==> src/hw/rtl/decimal_text_to_q16_16_assert.svh <==
// Assertion macros for the decimal text to Q16.16 converter.
`ifndef DECIMAL_TEXT_TO_Q16_16_ASSERT_SVH
`define DECIMAL_TEXT_TO_Q16_16_ASSERT_SVH
`ifndef SYNTHESIS
// Same-cycle implication, disabled during reset.
`define DT_ASSERT_NOW(lbl, clk, rstn, a, b) \
    lbl: assert property (@(posedge clk) disable iff (!(rstn)) (a) |-> (b)) \
        else $error("assertion failed");
// Next-cycle implication, disabled during reset.
`define DT_ASSERT_NEXT(lbl, clk, rstn, a, b) \
    lbl: assert property (@(posedge clk) disable iff (!(rstn)) (a) |=> (b)) \
        else $error("assertion failed");
`else
`define DT_ASSERT_NOW(lbl, clk, rstn, a, b)
`define DT_ASSERT_NEXT(lbl, clk, rstn, a, b)
`endif
`endif

==> src/hw/rtl/dtq_pkg.sv <==
// Package for the decimal text to Q16.16 converter: types, constants, power-of-ten table.
package dtq_pkg;

    localparam int MAX_FRAC_DIGITS_DEF = 7;
    localparam int FRAC_BITS = 16;
    localparam int QUO_BITS  = 17;

    localparam logic [7:0]  CH_MINUS  = 8'h2D;
    localparam logic [7:0]  CH_POINT  = 8'h2E;
    localparam logic [7:0]  CH_ZERO   = 8'h30;
    localparam logic [7:0]  CH_NINE   = 8'h39;
    localparam logic [14:0] WHOLE_MAX = 15'd32767;

    typedef enum logic [1:0] {
        PH_START,
        PH_INT,
        PH_FRAC,
        PH_FAIL
    } t_phase;

    typedef enum logic [1:0] {
        S_IDLE,
        S_DIV,
        S_DONE
    } t_state;

    // 10^k as a constant table, k clamped to 9
    function automatic longint unsigned pow10(input int k);
        longint unsigned p;
        unique case (k)
            0:       p = 64'd1;
            1:       p = 64'd10;
            2:       p = 64'd100;
            3:       p = 64'd1000;
            4:       p = 64'd10000;
            5:       p = 64'd100000;
            6:       p = 64'd1000000;
            7:       p = 64'd10000000;
            8:       p = 64'd100000000;
            default: p = 64'd1000000000;
        endcase
        return p;
    endfunction

endpackage

==> src/hw/rtl/decimal_text_to_q16_16.sv <==
// Decimal text to signed Q16.16 converter, top level.
// Characters stream in one per transfer; a transfer with i_end_of_text set closes the
// string and yields one result (o_ok, o_value). Text characters are taken one per clock
// while no divide is running. The end-of-text transfer starts a restoring divide of the
// scaled fraction by its power of ten on one shared compare-subtract unit, one quotient
// bit per cycle, then a finish state; no transfer is taken until the finish state is
// over. The result sits in an output register; characters of the next string keep
// flowing while it waits, only a new end-of-text transfer holds until the result is
// taken. Failed strings still run the divide but report ok = 0, value = 0.
`include "decimal_text_to_q16_16_assert.svh"

module decimal_text_to_q16_16
    import dtq_pkg::*;
#(
    parameter int MAX_FRAC_DIGITS = MAX_FRAC_DIGITS_DEF
) (
    input  logic               i_clk,
    input  logic               i_rst_n,
    // character channel
    input  logic               i_valid,
    output logic               o_stall,
    input  logic [7:0]         i_ch,
    input  logic               i_end_of_text,
    // result channel
    output logic               o_valid,
    input  logic               i_stall,
    output logic               o_ok,
    output logic signed [31:0] o_value
);

    // kept fraction digits fit below 10^MAX_FRAC_DIGITS
    localparam int FRAC_W = $clog2(pow10(MAX_FRAC_DIGITS));
    localparam int FXW    = FRAC_W + 4;
    localparam int KW     = $clog2(MAX_FRAC_DIGITS + 1);
    localparam int DW     = FRAC_W + QUO_BITS;
    localparam int CW     = $clog2(QUO_BITS);

    t_state              r_state, n_state;
    t_phase              r_phase, n_phase;
    logic                r_neg, n_neg;
    logic [14:0]         r_whole, n_whole;
    logic [FRAC_W-1:0]   r_frac, n_frac;
    logic [KW-1:0]       r_kept, n_kept;
    logic                r_saw, n_saw;
    logic                r_fail, n_fail;

    // divide unit
    logic [DW-1:0]       r_rem, n_rem;
    logic [DW-1:0]       r_div, n_div;
    logic [QUO_BITS-1:0] r_quo, n_quo;
    logic [CW-1:0]       r_cnt, n_cnt;

    // output register
    logic                r_out_valid, n_out_valid;
    logic                r_out_ok, n_out_ok;
    logic signed [31:0]  r_out_value, n_out_value;

    logic                in_acc;
    logic                is_digit;
    logic [3:0]          dgt;
    logic [18:0]         whole_next;
    logic [FXW-1:0]      frac_next;
    logic [FRAC_W-1:0]   scale;
    logic                ge;
    logic [31:0]         raw;
    logic                res_ok;

    // an end-of-text transfer needs a free output register
    assign o_stall = (r_state != S_IDLE) | (r_out_valid & i_end_of_text);
    assign in_acc  = i_valid & ~o_stall;

    assign is_digit   = (i_ch >= CH_ZERO) && (i_ch <= CH_NINE);
    assign dgt        = 4'(i_ch - CH_ZERO);
    assign whole_next = 19'(r_whole) * 19'd10 + 19'(dgt);
    assign frac_next  = FXW'(r_frac) * FXW'(10) + FXW'(dgt);
    assign scale      = FRAC_W'(pow10(int'(r_kept)));
    assign ge         = (r_rem >= r_div);
    // quotient is at most 2^16, so the sum tops out at 2^31
    assign raw        = {1'b0, r_whole, 16'b0} + 32'(r_quo);
    assign res_ok     = ~r_fail & ~raw[31];

    always_ff @(posedge i_clk) begin
        if (!i_rst_n) begin
            r_state     <= S_IDLE;
            r_phase     <= PH_START;
            r_neg       <= 1'b0;
            r_whole     <= '0;
            r_frac      <= '0;
            r_kept      <= '0;
            r_saw       <= 1'b0;
            r_fail      <= 1'b0;
            r_cnt       <= '0;
            r_out_valid <= 1'b0;
        end else begin
            r_state     <= n_state;
            r_phase     <= n_phase;
            r_neg       <= n_neg;
            r_whole     <= n_whole;
            r_frac      <= n_frac;
            r_kept      <= n_kept;
            r_saw       <= n_saw;
            r_fail      <= n_fail;
            r_cnt       <= n_cnt;
            r_out_valid <= n_out_valid;
        end
    end

    always_ff @(posedge i_clk) begin
        r_rem       <= n_rem;
        r_div       <= n_div;
        r_quo       <= n_quo;
        r_out_ok    <= n_out_ok;
        r_out_value <= n_out_value;
    end

    always_comb begin
        n_state     = r_state;
        n_phase     = r_phase;
        n_neg       = r_neg;
        n_whole     = r_whole;
        n_frac      = r_frac;
        n_kept      = r_kept;
        n_saw       = r_saw;
        n_fail      = r_fail;
        n_rem       = r_rem;
        n_div       = r_div;
        n_quo       = r_quo;
        n_cnt       = r_cnt;
        n_out_valid = r_out_valid;
        n_out_ok    = r_out_ok;
        n_out_value = r_out_value;

        if (r_out_valid && !i_stall) begin
            n_out_valid = 1'b0;
        end

        unique case (r_state)
            S_IDLE: begin
                if (in_acc && !i_end_of_text) begin
                    unique case (r_phase)
                        PH_START, PH_INT: begin
                            priority if (is_digit) begin
                                if (whole_next > 19'(WHOLE_MAX)) begin
                                    n_phase = PH_FAIL;
                                end else begin
                                    n_whole = 15'(whole_next);
                                    n_saw   = 1'b1;
                                    n_phase = PH_INT;
                                end
                            end else if (i_ch == CH_MINUS && r_phase == PH_START) begin
                                n_neg   = 1'b1;
                                n_phase = PH_INT;
                            end else if (i_ch == CH_POINT) begin
                                n_phase = PH_FRAC;
                            end else begin
                                n_phase = PH_FAIL;
                            end
                        end
                        PH_FRAC: begin
                            if (is_digit) begin
                                // digits past the kept count are skipped
                                if (r_kept < KW'(MAX_FRAC_DIGITS)) begin
                                    n_frac = FRAC_W'(frac_next);
                                    n_kept = r_kept + KW'(1);
                                    n_saw  = 1'b1;
                                end
                            end else begin
                                n_phase = PH_FAIL;
                            end
                        end
                        PH_FAIL: begin
                        end
                    endcase
                end else if (in_acc) begin
                    // set up (F * 2^16 + scale/2) / scale
                    n_fail  = (r_phase == PH_FAIL) || !r_saw;
                    n_rem   = DW'({r_frac, 16'b0}) + DW'(scale >> 1);
                    n_div   = DW'(scale) << FRAC_BITS;
                    n_quo   = '0;
                    n_cnt   = CW'(QUO_BITS - 1);
                    n_state = S_DIV;
                end
            end
            S_DIV: begin
                if (ge) begin
                    n_rem = r_rem - r_div;
                end
                n_quo = {r_quo[QUO_BITS-2:0], ge};
                n_div = r_div >> 1;
                if (r_cnt == '0) begin
                    n_state = S_DONE;
                end else begin
                    n_cnt = r_cnt - CW'(1);
                end
            end
            S_DONE: begin
                n_out_valid = 1'b1;
                n_out_ok    = res_ok;
                if (!res_ok) begin
                    n_out_value = '0;
                end else if (r_neg) begin
                    n_out_value = signed'(32'(0) - raw);
                end else begin
                    n_out_value = signed'(raw);
                end
                n_phase = PH_START;
                n_neg   = 1'b0;
                n_whole = '0;
                n_frac  = '0;
                n_kept  = '0;
                n_saw   = 1'b0;
                n_state = S_IDLE;
            end
            default: begin
                n_state = S_IDLE;
            end
        endcase
    end

    assign o_valid = r_out_valid;
    assign o_ok    = r_out_ok;
    assign o_value = r_out_value;

    // no transfer while the divide runs or the result is being formed
    `DT_ASSERT_NOW(a_busy_stalls, i_clk, i_rst_n, r_state != S_IDLE, o_stall)
    // a failed result carries a zero value
    `DT_ASSERT_NOW(a_fail_zero, i_clk, i_rst_n, o_valid && !o_ok, o_value == 32'sd0)
    // last quotient bit leads straight to the finish cycle
    `DT_ASSERT_NEXT(a_div_ends, i_clk, i_rst_n, r_state == S_DIV && r_cnt == '0,
                    r_state == S_DONE)
    // finish cycle always presents a result
    `DT_ASSERT_NEXT(a_done_out, i_clk, i_rst_n, r_state == S_DONE, o_valid)

endmodule
==> config.mk <==
export PLATFORM = sky130hd
export DESIGN_NAME = decimal_text_to_q16_16
export DESIGN_NICKNAME = d
export VERILOG_FILES = /design/src/hw/rtl/dtq_pkg.sv /design/src/hw/rtl/decimal_text_to_q16_16.sv
export VERILOG_INCLUDE_DIRS = /design/src /design/src/hw/rtl
export SDC_FILE = /design/constraint.sdc
export NUM_CORES = 1
export LEC_CHECK = 0
export ABC_AREA = 1
export ABC_CLOCK_PERIOD_IN_PS = 3050
export BUFFER_PORTS_ARGS = -buffer_cell sky130_fd_sc_hd__buf_4
export CAP_MARGIN = 30
export CORE_MARGIN = 5
export CORE_UTILIZATION = 55
export DETAILED_ROUTE_END_ITERATION = 6
export PLACE_DENSITY_LB_ADDON = 0.12
export SETUP_SLACK_MARGIN = 0.15
export SYNTH_ARGS = -nofsm -noshare
export SYNTH_HDL_FRONTEND = slang
export SYNTH_SLANG_ARGS = --single-unit
==> constraint.sdc <==
create_clock -name i_clk -period 3.05 [get_ports i_clk]
set_clock_uncertainty 0.05 [all_clocks]
set_input_delay 0.305 -clock i_clk [delete_from_list [all_inputs] [get_ports i_clk]]
set_output_delay 0.305 -clock i_clk [all_outputs]
set_load 0.005 [all_outputs]
==> impl_metrics.tcl <==
set metrics [dict create \
    cts_sinks 202 \
    syn_area_sq_mm 0.0150 \
    layout-drive-gt1-share_pct 25.4 \
    period_share_pct 102 \
    clk_latency_ns 0.52 \
    crit_type "flip-flop to flip-flop" \
    rsz0062_at_grt "true" \
    drc 1 \
    globalRouteMet1Util_pct 35.8 \
    fin_area_sq_mm 0.0192 \
    grt_pass1_vias 13500 \
    p_switching_w 0.00248 \
    hold_path.class "input port to flip-flop" \
    clkTransAtPathRegs_ns 0.06 \
    finalWirelength_microns 42400 \
    grt_util_met3_pct 2.14 \
    slowest_delay_ns 0.36 \
    final_antenna_net_count 0 \
    pwr-share-seq_pct 40.3 \
    grt.overflow.total 0 \
    cap_violations 0 \
    cts_buffers 22 \
    row_count 60 \
    core_sq_mm 0.0269 \
    setup_ws_ns -0.0555 \
    grtUsageTotal_pct 25.6 \
    finalCriticalPeriod_ns 3.11 \
    power.leakage_nw 8.77 \
    arrival_ns 3.43 \
    vias 14600 \
    yosys.area.top_type "edfxtp_1" \
    hold_ws_ns 0.0597 \
    crit_buf_inv 8 \
    use_met2_pct 43.7 \
    ys_ff_latch 202 \
    startpoint_type "flip-flop" \
    port_buffers 47 \
    swShare_pct 31.1 \
    ios 48 \
    status "finished with violations" \
    async_reset_ff_share_pct 0 \
    tns_ns -0.171 \
    violations "design-rule violations, negative setup slack" \
    timing.slew.headroom_pct 52.6 \
    dieArea_sq_mm 0.0307 \
    synth_area_leaders "edfxtp_1 26%, nand2_1 11%, ha_1 11%" \
    dp_hpwl_microns 30100 \
    slew_viol_final 0 \
    yosysMostFrequentCell "nand2_1" \
    cts_buffer_depth 3 \
    dpl_cell_area_sq_mm 0.0167 \
    max_freq_ghz 0.322 \
    grt_max_degree 73 \
    power.internal_w 0.00550 \
    yosysSeqAreaShare_pct 35.7 \
    drt-initial-drc-count 1180 \
    cpMostUsedCell "buf_6" \
    power_density_mw_per_mm2 415 \
    synth-edff-count 131 \
    power_w 0.00797 \
    final_hold_viol_count 0 \
    fin_util_pct 71.5 \
    cp_slowest_cell "dfxtp_4" \
    die_x_microns 175 \
    combPwrFrac_pct 26.3 \
    place.gp.congestion 0.913 \
    ys_top_cells_by_count "448 x nand2_1, 260 x inv_1, 252 x nor2_1" \
    setup_viol 11 \
    gr-max-usage-layer "met2" \
    syn_to_final_growth_pct 28.2 \
    yosysTopAreaCellShare_pct 26.2 \
    cp.required_ns 3.37 \
    ir_worst_vdd_uv 322 \
    clkPwrFrac_pct 33.3 \
    die_y_microns 175 \
    endpoint_kind "flip-flop" \
    yosys_warnings 0 \
    dr.pass1.iters 7 \
    netlist-cell-type-count 61 \
    synth_area_per_cell_sq_um 7.42 \
    crit_path_cell_trace "ha_4, ha_4, inv_2, fa_2, inv_2, nand3_2, nand2_4, xor2_4, buf_6, buf_6, nand3_4, nor2_4, nand2_2, nor2_2, nand2_2, buf_4, buf_6, buf_6, inv_4, a21oi_2, o21ai_1, a21oi_1" \
    grt_first_pass_wirelength_microns 66100 \
    wl_per_cell_microns 16.2 \
    ys.flop_type "edfxtp_1" \
    tightestPinTransition_ns 0.712 \
    synth_fp_nets 2166 \
    clockRootBuffer "clkbuf_16" \
    crit_family "adder cells" \
    crit_fanout 3 \
    synth_cells 2020 \
    fin_nets 2406 \
    n_antenna_cell 0 \
    via_per_inst 5.56 \
    htreeDepth 1 \
    antenna_found_initial 0 \
    start_util_pct 55.8 \
    cts_tree "built" \
]
worst register-to-register path: cells and delay by family (launching register included):
kind | cells | cell delay [ns]
AOI/OAI and AO/OA | 3 | 0.21
xor gates and xnor gates | 1 | 0.20
adders and majority gates | 3 | 0.75
buffers and inverters | 8 | 0.72
DFF | 1 | 0.36
and+or+nand+nor | 7 | 0.70
metrics by stage:
stage          instances  setup WS, ns
4_1_cts             2576       -0.0805
2_1_floorplan       2020         0.111
6_report            2616       -0.0555
3_3_place_gp        2506       -0.0336
3_5_place_dp        2506        -0.134
5_1_grt             2616        -0.241
cell type report:
type	count	area (sq um)
fill	2148	7660
sequential	202	5390
tap	341	427
timing repair inverter	1	6.26
multi-input combinational	1515	9580
timing repair buffer	248	2080
inverter	270	1030
clock buffer	28	626
clock inverter	11	83.8
cells by family after synthesis:
| family | count (synthesis) | share of synthesized area [%] |
|---|---|---|
| AO/OA/AOI/OAI | 352 | 12.8 |
| adder cells (fa/ha/maj) | 133 | 11.4 |
| AND/OR/NAND/NOR | 957 | 27.9 |
| flip-flops | 202 | 35.7 |
| XOR/XNOR | 72 | 4.31 |
| buffers and inverters | 304 | 7.86 |
path summary, 6_finish.rpt:
check,from,endpoint,slack (ns),depth (start not counted)
setup / recovery,r_frac[1]$_SDFFE_PN0P_,r_frac[13]$_SDFFE_PN0P_,-0.06,22
hold / removal,i_stall,o_valid$_SDFFE_PN0P_,0.06,3
setup reg to reg,r_frac[1]$_SDFFE_PN0P_,r_frac[13]$_SDFFE_PN0P_,-0.06,22
hold reg to reg,r_saw$_SDFFE_PN0P_,r_saw$_SDFFE_PN0P_,0.42,2
power by group through the flow:
stage	registers (W)	logic, W	clock network, W
after floorplan	0.00326	0.00121	0
after global placement	0.00326	0.00178	0
after detailed placement	0.00327	0.00180	0
after CTS	0.00321	0.00187	0.00269
after global routing	0.00323	0.00231	0.00282
final	0.00321	0.00210	0.00266
metal layers:
layer	share of wire, %	vias up
met5	0	-
met4	2.0	0
met3	5.0	74
met2	48	435
met1	45	6816
li1	-	7228
state kept, by name, indices dropped and copies added (netlist names), 2 cells and up:
register  count
r_state       2
r_kept        3
r_cnt         5
r_quo        17
r_phase       2
r_rem        41
r_whole      15
r_div        40
r_frac       24
scale        16
o_value      32
timing repair:
action / CTS / global route
resized for setup: 65 / 238
cloned: 2 / 3
setup endpoints to repair: 79 / 101
hold buffers: 0 / 0
setup buffers: 29 / 38
pin swaps: 39 / 82
placed cells by master, fill, tap and decap left out, types with 23 or more instances in the layout:
cell type / count
nand2_1: 402
inv_1: 246
nor2_1: 219
buf_4: 214
edfxtp_1: 131
a21oi_1: 126
o21ai_0: 103
ha_1: 92
nand3_1: 86
dfxtp_1: 57
nand2_2: 51
xor2_1: 44
nand4_1: 41
nor2_2: 35
nor3_1: 31
a21oi_2: 27
clkbuf_16: 26
buf_6: 25
nand3_2: 23
No activity file was read; power rests on OpenSTA's default activity.
